**src/bpes_pkg.sv**
```systemverilog
// Package for the bit-parallel edit score block.
// Holds the command codes and the payload types shared by the interfaces and the top level.
// No dependencies.
`timescale 1ns / 1ps

package bpes_pkg;

    localparam int CMD_W    = 2;
    localparam int SYMBOL_W = 8;
    localparam int SCORE_W  = 17;

    typedef logic [CMD_W-1:0]           cmd_t;
    typedef logic [SYMBOL_W-1:0]        symbol_t;
    typedef logic signed [SCORE_W-1:0]  score_t;

    localparam cmd_t CMD_PATTERN = 2'd0;
    localparam cmd_t CMD_TEXT    = 2'd1;
    localparam cmd_t CMD_FINISH  = 2'd2;

    // Width of one group in the population count of the finish path.
    localparam int GRP_BITS = 8;
    localparam int GRP_CW   = 4;

endpackage

```
**src/bpes_if.sv**
```systemverilog
// Valid/ready channel interfaces for the bit-parallel edit score block.
// bpes_item_if carries input beats, bpes_result_if carries result beats.
// Depends on bpes_pkg.
`timescale 1ns / 1ps

interface bpes_item_if
    import bpes_pkg::*;
();
    logic    valid;
    logic    ready;
    cmd_t    cmd;
    symbol_t symbol;

    modport source (output valid, output cmd, output symbol, input ready);
    modport sink   (input valid, input cmd, input symbol, output ready);
endinterface

interface bpes_result_if
    import bpes_pkg::*;
();
    logic   valid;
    logic   ready;
    score_t score;
    logic   error;

    modport source (output valid, output score, output error, input ready);
    modport sink   (input valid, input score, input error, output ready);
endinterface

```
**src/bit_parallel_edit_score.sv**
```systemverilog
// Top level of the bit-parallel edit score block.
// Holds the input register, the three-vector recurrence and the pipelined finish path.
// Depends on bpes_pkg and the channel interfaces in bpes_if.sv.
`timescale 1ns / 1ps

// Scores a pattern string against a text string as the negated edit distance
// (match 0, mismatch and gap -1). Send up to PATTERN_MAX pattern beats first, then up to
// TEXT_MAX text beats, then one finish beat; the finish beat alone produces a result beat,
// which carries the score and an error flag that is set if any byte was dropped (too many
// pattern bytes, too many text bytes, or a pattern byte after text). The finish beat also
// clears the run, so the next string pair may follow at once. The block takes one beat in
// every cycle while no finish beat waits on a full finish path: each beat is held in the
// input register and updates the state from there, the limit being the carry chain of the
// PATTERN_MAX-bit add in the text update. A result beat passes from the input register
// through a snapshot stage, a stage of grouped bit counts and the output register. Results
// already waiting stop input beats only when a finish beat sits in the input register while
// the whole finish path is full; pattern and text beats keep flowing otherwise. There is no
// clearing pass after reset.
module bit_parallel_edit_score
    import bpes_pkg::*;
#(
    parameter int PATTERN_MAX = 64,
    parameter int TEXT_MAX    = 65535
)
(
    input  logic                 clk,
    input  logic                 rst_n,
    bpes_item_if.sink            items,
    bpes_result_if.source        results
);

    localparam int W      = PATTERN_MAX;
    localparam int CNT_W  = $clog2(PATTERN_MAX + 1);
    localparam int IDX_W  = (PATTERN_MAX > 1) ? $clog2(PATTERN_MAX) : 1;
    localparam int TXT_W  = $clog2(TEXT_MAX + 1);
    localparam int GRP_N  = (PATTERN_MAX + GRP_BITS - 1) / GRP_BITS;
    localparam int PAD_W  = GRP_N * GRP_BITS;

    // ------------------------------------------------------------------
    // Handshake of the four stages. Every stage moves on when the stage
    // after it is empty or moving; only finish beats enter the finish path,
    // so pattern and text beats never wait for a stalled result.
    // ------------------------------------------------------------------
    logic s0_valid_reg;
    logic s1_valid_reg;
    logic s2_valid_reg;
    logic out_valid_reg;

    cmd_t    s0_cmd_reg;
    symbol_t s0_symbol_reg;

    logic out_free;
    logic s2_free;
    logic s1_free;
    logic s0_finish;
    logic s0_go;
    logic s0_free;

    assign out_free  = !out_valid_reg || results.ready;
    assign s2_free   = !s2_valid_reg || out_free;
    assign s1_free   = !s1_valid_reg || s2_free;
    assign s0_finish = (s0_cmd_reg == CMD_FINISH);
    assign s0_go     = s0_valid_reg && (!s0_finish || s1_free);
    assign s0_free   = !s0_valid_reg || s0_go;

    assign items.ready = s0_free;

    always_ff @(posedge clk or negedge rst_n)
    begin
        if (!rst_n)
        begin
            s0_valid_reg <= 1'b0;
        end
        else if (s0_free)
        begin
            s0_valid_reg <= items.valid;
        end
    end

    always_ff @(posedge clk)
    begin
        if (items.valid && s0_free)
        begin
            s0_cmd_reg    <= items.cmd;
            s0_symbol_reg <= items.symbol;
        end
    end

    // ------------------------------------------------------------------
    // Run state. The pattern store is a row of byte registers, each compared
    // with the text byte at its own column; columns at or above the pattern
    // count are masked, so stale bytes never matter and need no reset.
    // ------------------------------------------------------------------
    symbol_t            pattern_reg [PATTERN_MAX];
    logic [CNT_W-1:0]   pat_count_reg;
    logic [CNT_W-1:0]   pat_count_next;
    logic [TXT_W-1:0]   text_count_reg;
    logic [TXT_W-1:0]   text_count_next;
    logic [W-1:0]       hz_reg;
    logic [W-1:0]       hz_next;
    logic [W-1:0]       hp_reg;
    logic [W-1:0]       hp_next;
    logic               error_seen_reg;
    logic               error_seen_next;
    logic               pat_write;

    logic [W-1:0] col_mask;
    logic [W-1:0] eq;
    logic [W-1:0] h_neg;
    logic [W-1:0] seed;
    logic [W-1:0] v_plus;
    logic [W-1:0] vpe;
    logic [W-1:0] v_zero;
    logic [W-1:0] v_neg;
    logic [W-1:0] hpe;
    logic [W-1:0] h_rest;

    always_comb
    begin
        for (int i = 0; i < W; i++)
        begin
            col_mask[i] = (CNT_W'(i) < pat_count_reg);
            eq[i]       = col_mask[i] && (pattern_reg[i] == s0_symbol_reg);
        end
    end

    // Three-vector recurrence. Horizontal differences are coded as zero
    // (hz), plus one (hp) or, with neither bit set, minus one. The add
    // carries only upwards, so columns above the pattern never disturb
    // the columns below.
    always_comb
    begin
        h_neg  = ~(hz_reg | hp_reg);
        seed   = h_neg & eq;
        v_plus = ((seed + h_neg) ^ h_neg) ^ seed;
        vpe    = v_plus | eq;
        v_zero = ((hz_reg & vpe) | (h_neg & ~vpe)) << 1;
        v_neg  = ~(v_plus | v_zero);
        hpe    = hp_reg | eq;
        h_rest = ~hpe;
    end

    always_comb
    begin
        pat_count_next  = pat_count_reg;
        text_count_next = text_count_reg;
        hz_next         = hz_reg;
        hp_next         = hp_reg;
        error_seen_next = error_seen_reg;
        pat_write       = 1'b0;
        if (s0_go)
        begin
            unique case (s0_cmd_reg)
                CMD_PATTERN:
                begin
                    if ((text_count_reg != '0) || (pat_count_reg >= CNT_W'(PATTERN_MAX)))
                    begin
                        error_seen_next = 1'b1;
                    end
                    else
                    begin
                        pat_write      = 1'b1;
                        pat_count_next = pat_count_reg + CNT_W'(1);
                    end
                end
                CMD_TEXT:
                begin
                    if (text_count_reg >= TXT_W'(TEXT_MAX))
                    begin
                        error_seen_next = 1'b1;
                    end
                    else
                    begin
                        hz_next         = (v_zero & hpe) | (v_neg & h_rest);
                        hp_next         = v_neg & hpe;
                        text_count_next = text_count_reg + TXT_W'(1);
                    end
                end
                CMD_FINISH:
                begin
                    pat_count_next  = '0;
                    text_count_next = '0;
                    hz_next         = '0;
                    hp_next         = '0;
                    error_seen_next = 1'b0;
                end
                default:
                begin
                    // The unused command code changes nothing.
                end
            endcase
        end
    end

    always_ff @(posedge clk or negedge rst_n)
    begin
        if (!rst_n)
        begin
            pat_count_reg  <= '0;
            text_count_reg <= '0;
            hz_reg         <= '0;
            hp_reg         <= '0;
            error_seen_reg <= 1'b0;
        end
        else
        begin
            pat_count_reg  <= pat_count_next;
            text_count_reg <= text_count_next;
            hz_reg         <= hz_next;
            hp_reg         <= hp_next;
            error_seen_reg <= error_seen_next;
        end
    end

    always_ff @(posedge clk)
    begin
        if (pat_write)
        begin
            pattern_reg[pat_count_reg[IDX_W-1:0]] <= s0_symbol_reg;
        end
    end

    // ------------------------------------------------------------------
    // Finish path. The snapshot stage keeps the masked difference vectors
    // and the constant part of the score, -(text count + pattern count);
    // each zero column then adds one and each plus column adds two.
    // ------------------------------------------------------------------
    logic [W-1:0]    s1_z_reg;
    logic [W-1:0]    s1_p_reg;
    score_t          s1_base_reg;
    logic            s1_error_reg;

    logic [GRP_CW-1:0] s2_zc_reg [GRP_N];
    logic [GRP_CW-1:0] s2_pc_reg [GRP_N];
    score_t            s2_base_reg;
    logic              s2_error_reg;

    score_t out_score_reg;
    logic   out_error_reg;

    logic [PAD_W-1:0]  z_pad;
    logic [PAD_W-1:0]  p_pad;
    logic [GRP_CW-1:0] zc_grp [GRP_N];
    logic [GRP_CW-1:0] pc_grp [GRP_N];
    logic [CNT_W-1:0]  z_sum;
    logic [CNT_W-1:0]  p_sum;
    score_t            score_sum;

    always_ff @(posedge clk or negedge rst_n)
    begin
        if (!rst_n)
        begin
            s1_valid_reg  <= 1'b0;
            s2_valid_reg  <= 1'b0;
            out_valid_reg <= 1'b0;
        end
        else
        begin
            if (s1_free)
            begin
                s1_valid_reg <= s0_go && s0_finish;
            end
            if (s2_free)
            begin
                s2_valid_reg <= s1_valid_reg;
            end
            if (out_free)
            begin
                out_valid_reg <= s2_valid_reg;
            end
        end
    end

    always_comb
    begin
        z_pad = PAD_W'(s1_z_reg);
        p_pad = PAD_W'(s1_p_reg);
        for (int g = 0; g < GRP_N; g++)
        begin
            zc_grp[g] = '0;
            pc_grp[g] = '0;
            for (int b = 0; b < GRP_BITS; b++)
            begin
                zc_grp[g] = zc_grp[g] + GRP_CW'(z_pad[g * GRP_BITS + b]);
                pc_grp[g] = pc_grp[g] + GRP_CW'(p_pad[g * GRP_BITS + b]);
            end
        end
    end

    always_comb
    begin
        z_sum = '0;
        p_sum = '0;
        for (int g = 0; g < GRP_N; g++)
        begin
            z_sum = z_sum + CNT_W'(s2_zc_reg[g]);
            p_sum = p_sum + CNT_W'(s2_pc_reg[g]);
        end
        score_sum = s2_base_reg + SCORE_W'(z_sum) + (SCORE_W'(p_sum) << 1);
    end

    always_ff @(posedge clk)
    begin
        if (s0_go && s0_finish && s1_free)
        begin
            s1_z_reg     <= hz_reg & col_mask;
            s1_p_reg     <= hp_reg & col_mask;
            s1_base_reg  <= -(SCORE_W'(text_count_reg) + SCORE_W'(pat_count_reg));
            s1_error_reg <= error_seen_reg;
        end
        if (s1_valid_reg && s2_free)
        begin
            s2_zc_reg    <= zc_grp;
            s2_pc_reg    <= pc_grp;
            s2_base_reg  <= s1_base_reg;
            s2_error_reg <= s1_error_reg;
        end
        if (s2_valid_reg && out_free)
        begin
            out_score_reg <= score_sum;
            out_error_reg <= s2_error_reg;
        end
    end

    assign results.valid = out_valid_reg;
    assign results.score = out_score_reg;
    assign results.error = out_error_reg;

    // ------------------------------------------------------------------
    // Checks on the block's own logic.
    // ------------------------------------------------------------------

    // A column can never be both zero and plus at once.
    assert property (@(posedge clk) disable iff (!rst_n)
        (hz_reg & hp_reg) == '0)
    else $error("difference vectors overlap");

    // A finish beat leaves a cleared run behind it.
    assert property (@(posedge clk) disable iff (!rst_n)
        (s0_go && s0_finish) |=> (pat_count_reg == '0) && (text_count_reg == '0)
                                 && !error_seen_reg && (hz_reg == '0) && (hp_reg == '0))
    else $error("run not cleared after finish");

    // Once text has been taken, no further pattern byte is stored.
    assert property (@(posedge clk) disable iff (!rst_n)
        (text_count_reg != '0) |-> !pat_write)
    else $error("pattern byte stored after text");

    // Input is refused only while the input register holds a finish beat
    // that the full finish path cannot take.
    assert property (@(posedge clk) disable iff (!rst_n)
        !items.ready |-> (s0_valid_reg && s0_finish && s1_valid_reg && s2_valid_reg
                          && out_valid_reg))
    else $error("input refused without a full finish path");

endmodule

```
**src/flat_wrapper.sv**
```systemverilog
// flat-port wrapper written by rule: the top's interface ports become plain ports
module bit_parallel_edit_score_flat import bpes_pkg::*;
#(
    parameter int PATTERN_MAX = 64,
    parameter int TEXT_MAX    = 65535
)
  (clk, rst_n, items_valid, items_cmd, items_symbol, items_ready, results_valid, results_score, results_error, results_ready);
  bpes_item_if items_i ();
  bpes_result_if results_i ();
  input  logic clk;
  input  logic rst_n;
  input wire logic [$bits(items_i.valid)-1:0] items_valid;
  input wire logic [$bits(items_i.cmd)-1:0] items_cmd;
  input wire logic [$bits(items_i.symbol)-1:0] items_symbol;
  output wire logic [$bits(items_i.ready)-1:0] items_ready;
  output wire logic [$bits(results_i.valid)-1:0] results_valid;
  output wire logic [$bits(results_i.score)-1:0] results_score;
  output wire logic [$bits(results_i.error)-1:0] results_error;
  input wire logic [$bits(results_i.ready)-1:0] results_ready;
  assign items_i.valid = items_valid;
  assign items_i.cmd = items_cmd;
  assign items_i.symbol = items_symbol;
  assign items_ready = items_i.ready;
  assign results_valid = results_i.valid;
  assign results_score = results_i.score;
  assign results_error = results_i.error;
  assign results_i.ready = results_ready;
  bit_parallel_edit_score #(.PATTERN_MAX(PATTERN_MAX), .TEXT_MAX(TEXT_MAX)) u_core (.clk(clk), .rst_n(rst_n), .items(items_i), .results(results_i));
endmodule
```
**config.mk**
```make
export PLATFORM = sky130hd
export DESIGN_NAME = bit_parallel_edit_score_flat
export DESIGN_NICKNAME = d
export VERILOG_FILES = /design/src/bpes_pkg.sv /design/src/bpes_if.sv /design/src/bit_parallel_edit_score.sv /design/src/flat_wrapper.sv
export SDC_FILE = /design/constraint.sdc
export NUM_CORES = 2
export LEC_CHECK = 0
export ABC_AREA = 0
export BUFFER_PORTS_ARGS = -buffer_cell sky130_fd_sc_hd__buf_2
export CAP_MARGIN = 20
export CORE_MARGIN = 2
export CORE_UTILIZATION = 30
export DETAILED_ROUTE_END_ITERATION = 16
export GPL_TIMING_DRIVEN = 0
export SLEW_MARGIN = 40
export SYNTH_ARGS = -nofsm -noshare
export SYNTH_HDL_FRONTEND = slang
export SYNTH_SLANG_ARGS = --single-unit
```
**constraint.sdc**
```tcl
create_clock -name clk -period 11 [get_ports clk]
set_input_delay 0.55 -clock clk [delete_from_list [all_inputs] [get_ports clk]]
set_output_delay 0.55 -clock clk [all_outputs]
set_load 0.01 [all_outputs]
```
==> results.md <==
- Synth top area share: 0.455
- WHS Endpoint: u_core.s0_valid_reg$_DFFE_PN0N_
- Fraction of layout cells with a size suffix above 1: 0.122
- CP max stage delay: between 0.5 and 0.6 ns
- CP Max Fanout: 11
- Worst-Skew Late Latency: 0.74 ns
- Fin crit share: 0.669
- Reg clk slew, reported paths: approximately 0.06 ns
- CTS Buffer Depth: 3
- Async SR Flop Fraction: 0.169
- Ys Warns: 0
- DPL Wire Length: 129 mm
- Max Clk Rate: ~140 MHz
- Post-synth EDFFs: 768
- Placed inst area: 54900 um^2
- I/O pin cnt: 34
- Resized cells post-CTS: 0
- DRC viols: 0
- Pin count of the biggest net entering global routing: 64
- H-tree depth: 3
- Worst path most repeated cell: buf_6
- Grt ovf: 0
- RSZ-0062 raised after global routing: false
- Die W: between 400 and 500 um
- Largest register FFs: 512
- CTS tree: yes
- Die area: 172000 um^2
- Relative slew margins: 0.365
- GRT Overall Usage: 0.193
- Placer Congestion: 0.969
- Mapped Area: 50700 um^2
- Data arrival time of the critical path: 7.95 ns
- CP startpoint: u_core.s0_symbol_reg[1]$_DFFE_PP_
- Filler cells: 16377
- Mapped Nets: between 4000 and 5000
- CTS Sinks: between 900 and 1000
- Initial antenna violation count: 6
- Layout area overhead: 15.2%
- CP max stage cell: a211oi_1
- Final Skew: 0.0437 ns
- Endpoints failing hold: 0
- DR vias: 35619
- Cells after Synth: about 4400
- Post-synthesis register bit count: 924
- Input/output buffers: 33
- FF-to-FF path depth: 25
- First-pass GRT wire length: 243 mm
- Hold_sp: items_valid
- Area of the multi-input gates: 22000 um^2
- # rows: 150
- Critical Path RT: 11.59 ns
- Origin of the critical flop-to-flop path: u_core.s0_symbol_reg[1]$_DFFE_PP_
- Top FF cell, synth: edfxtp_1
- Setup slack, reg-to-reg: approximately 3.6 ns
- # Post-CTS Setup Buffers: 0
- Post-synthesis sequential area ratio: 0.532
- Max cap viols: 0
- Maximum vdd drop: 0.000220 V
- Setup TNS: 0 ns
- Inserted Clock Buffers: 98
- Vias in the first global route: 33964
- Hold Path Class: in -> reg
- Final min period: 7.36 ns
- Reg-to-reg endpoint: u_core.hp_reg[61]$_DFFE_PN0P_
- Via density: around 5.2
- Synth top area cells: edfxtp_1 45%, dfrtp_1 7.7%, xnor2_1 5.6%, xor2_1 4.5%, fa_1 4.3%
- Slew @ Worst Pin: 0.944 ns
- Die H: 415 um
- Final #Nets: 4816
- PwrDens: 166 nW/um^2
- Setup-failing EPs final: 0
- Iter 0 DRT Violations: 3857
- Drt wl/cell: between 20 and 25 um
- Final ANT Viol Nets: 0
- Most frequent cells in the layout: 768 x edfxtp_1, 355 x nor2_1, 327 x inv_1
- Root Buffer: clkbuf_16
- Initial Util: 0.303
- Status: finished clean
- Area leader, netlist: edfxtp_1
- WS Path Type: reg -> reg
- Hold-critical path depth: 2
- Reg area: 27000 um^2
- Library cells used by synthesis: approximately 110
- Setup crit end kind: flop
- Critical path startpoint category: flop
- Final wirelength: 169 mm
- Finished Cell Area: around 58000 um^2
- Fin. max-slew vios: 0
- Syn_area_per_cell: 11.7 um^2
- Most common cell after layout, fill and taps aside: edfxtp_1
- DRT Pass-1 Iters: 6
- Cell leakage power: 22.5 nW
- Core area: about 170000 um^2
-- repair_timing --
item / 4_1_cts / 5_1_grt
endpoints found under the setup margin: 0 / 0
hold buffers: 11 / 0
endpoints found under the hold margin: 48 / 0
-- area by class of cell --
cell class / count / share of cell area
diodes: 4 / 0.000171
flip-flops and latches: 924 / 0.461
clock buffers: 128 / 0.0462
clock inverters: 52 / 0.0113
well taps: 2204 / 0.0472
inverters: 328 / 0.0211
multi-input cells: 2960 / 0.376
repair buffers: 112 / 0.0195
plain buffers: 142 / 0.0171
-- synthesized netlist by cell type (all sizes together) (13+ instances only) --
cell,count
a21oi,167
a31oi,38
and3,39
xnor2,323
o311ai,13
o2111ai,25
fa,110
nand4,95
a211o,16
clkbuf,54
nor3,104
a21boi,14
buf,88
a22o,27
a31o,15
dfrtp,156
o21a,24
o31ai,31
a211oi,25
nand3,77
a21o,38
nor4b,14
or4,19
o21ai,128
or3,30
o211ai,27
inv,328
xor2,258
nor2,359
nand2,258
ha,126
or2,52
and2,94
nor4,111
mux2i,52
nor2b,78
edfxtp,768
-- power breakdown --
| group | switching, mW | internal, mW |
|---|---|---|
| clock network | 1.47 | 1.99 |
| registers | 0.0568 | 3.98 |
| logic | 1.33 | 0.860 |
-- how the worst max path moves through the flow --
| stage | to | slack (ns) | cells after the start |
|---|---|---|---|
| 2_1_floorplan | u_core.results.score[16]$_DFFE_PP_ | 4.49 | 23 |
| 3_3_place_gp | u_core.hp_reg[61]$_DFFE_PN0P_ | 2.03 | 19 |
| 3_5_place_dp | u_core.results.score[16]$_DFFE_PP_ | 3.74 | 23 |
| 4_1_cts | u_core.results.score[16]$_DFFE_PP_ | 3.74 | 23 |
| 5_1_grt | u_core.results.score[16]$_DFFE_PP_ | 3.43 | 23 |
| 6_report | u_core.hp_reg[61]$_DFFE_PN0P_ | 3.64 | 25 |
-- through the flow --
step | hold WS [ns] | setup slack [ns] | util | instances | power (mW)
final | 0.0811 | 3.64 | 0.349 | 6854 | 9.68
after global routing | 0.0749 | 3.43 | 0.349 | 6850 | 10.1
after detailed placement | 0.405 | 3.74 | 0.328 | 6659 | 6.29
after CTS | 0.0433 | 3.74 | 0.348 | 6850 | 9.74
after global placement | 0.402 | 2.03 | 0.320 | 6591 | 6.21
after floorplan | 0.254 | 4.49 | - | 4354 | 5.62
-- worst max-delay path: cells and delay by family (launching register included) --
kind | cells | cell delay, ns
AOI/OAI and AO/OA | 10 | 4.01
xor gates and xnor gates | 1 | 0.10
adders and majority gates | 1 | 0.21
buffers and inverters | 9 | 1.69
DFF | 1 | 0.34
muxes | 1 | 0.10
and+or+nand+nor | 3 | 0.73
-- logic make-up after synthesis --
| family | count (synthesis) | synth area share |
|---|---|---|
| flip-flops | 924 | 0.532 |
| AO/OA/AOI/OAI | 702 | 0.0967 |
| multiplexers | 64 | 0.0131 |
| adder cells (fa/ha/maj) | 236 | 0.0745 |
| XOR/XNOR | 581 | 0.100 |
| AND/OR/NAND/NOR | 1377 | 0.141 |
| buffers and inverters | 470 | 0.0433 |
-- metal layers --
metal  global-route usage  vias up  wire length [um]
met4               0.0722        2              6410
met1                0.264    17807             73700
met5                    0        -                11
li1                     -    16106                 -
met2                0.305     1421             76900
met3               0.0326      283             12300
(Power assumes the default switching activity.)
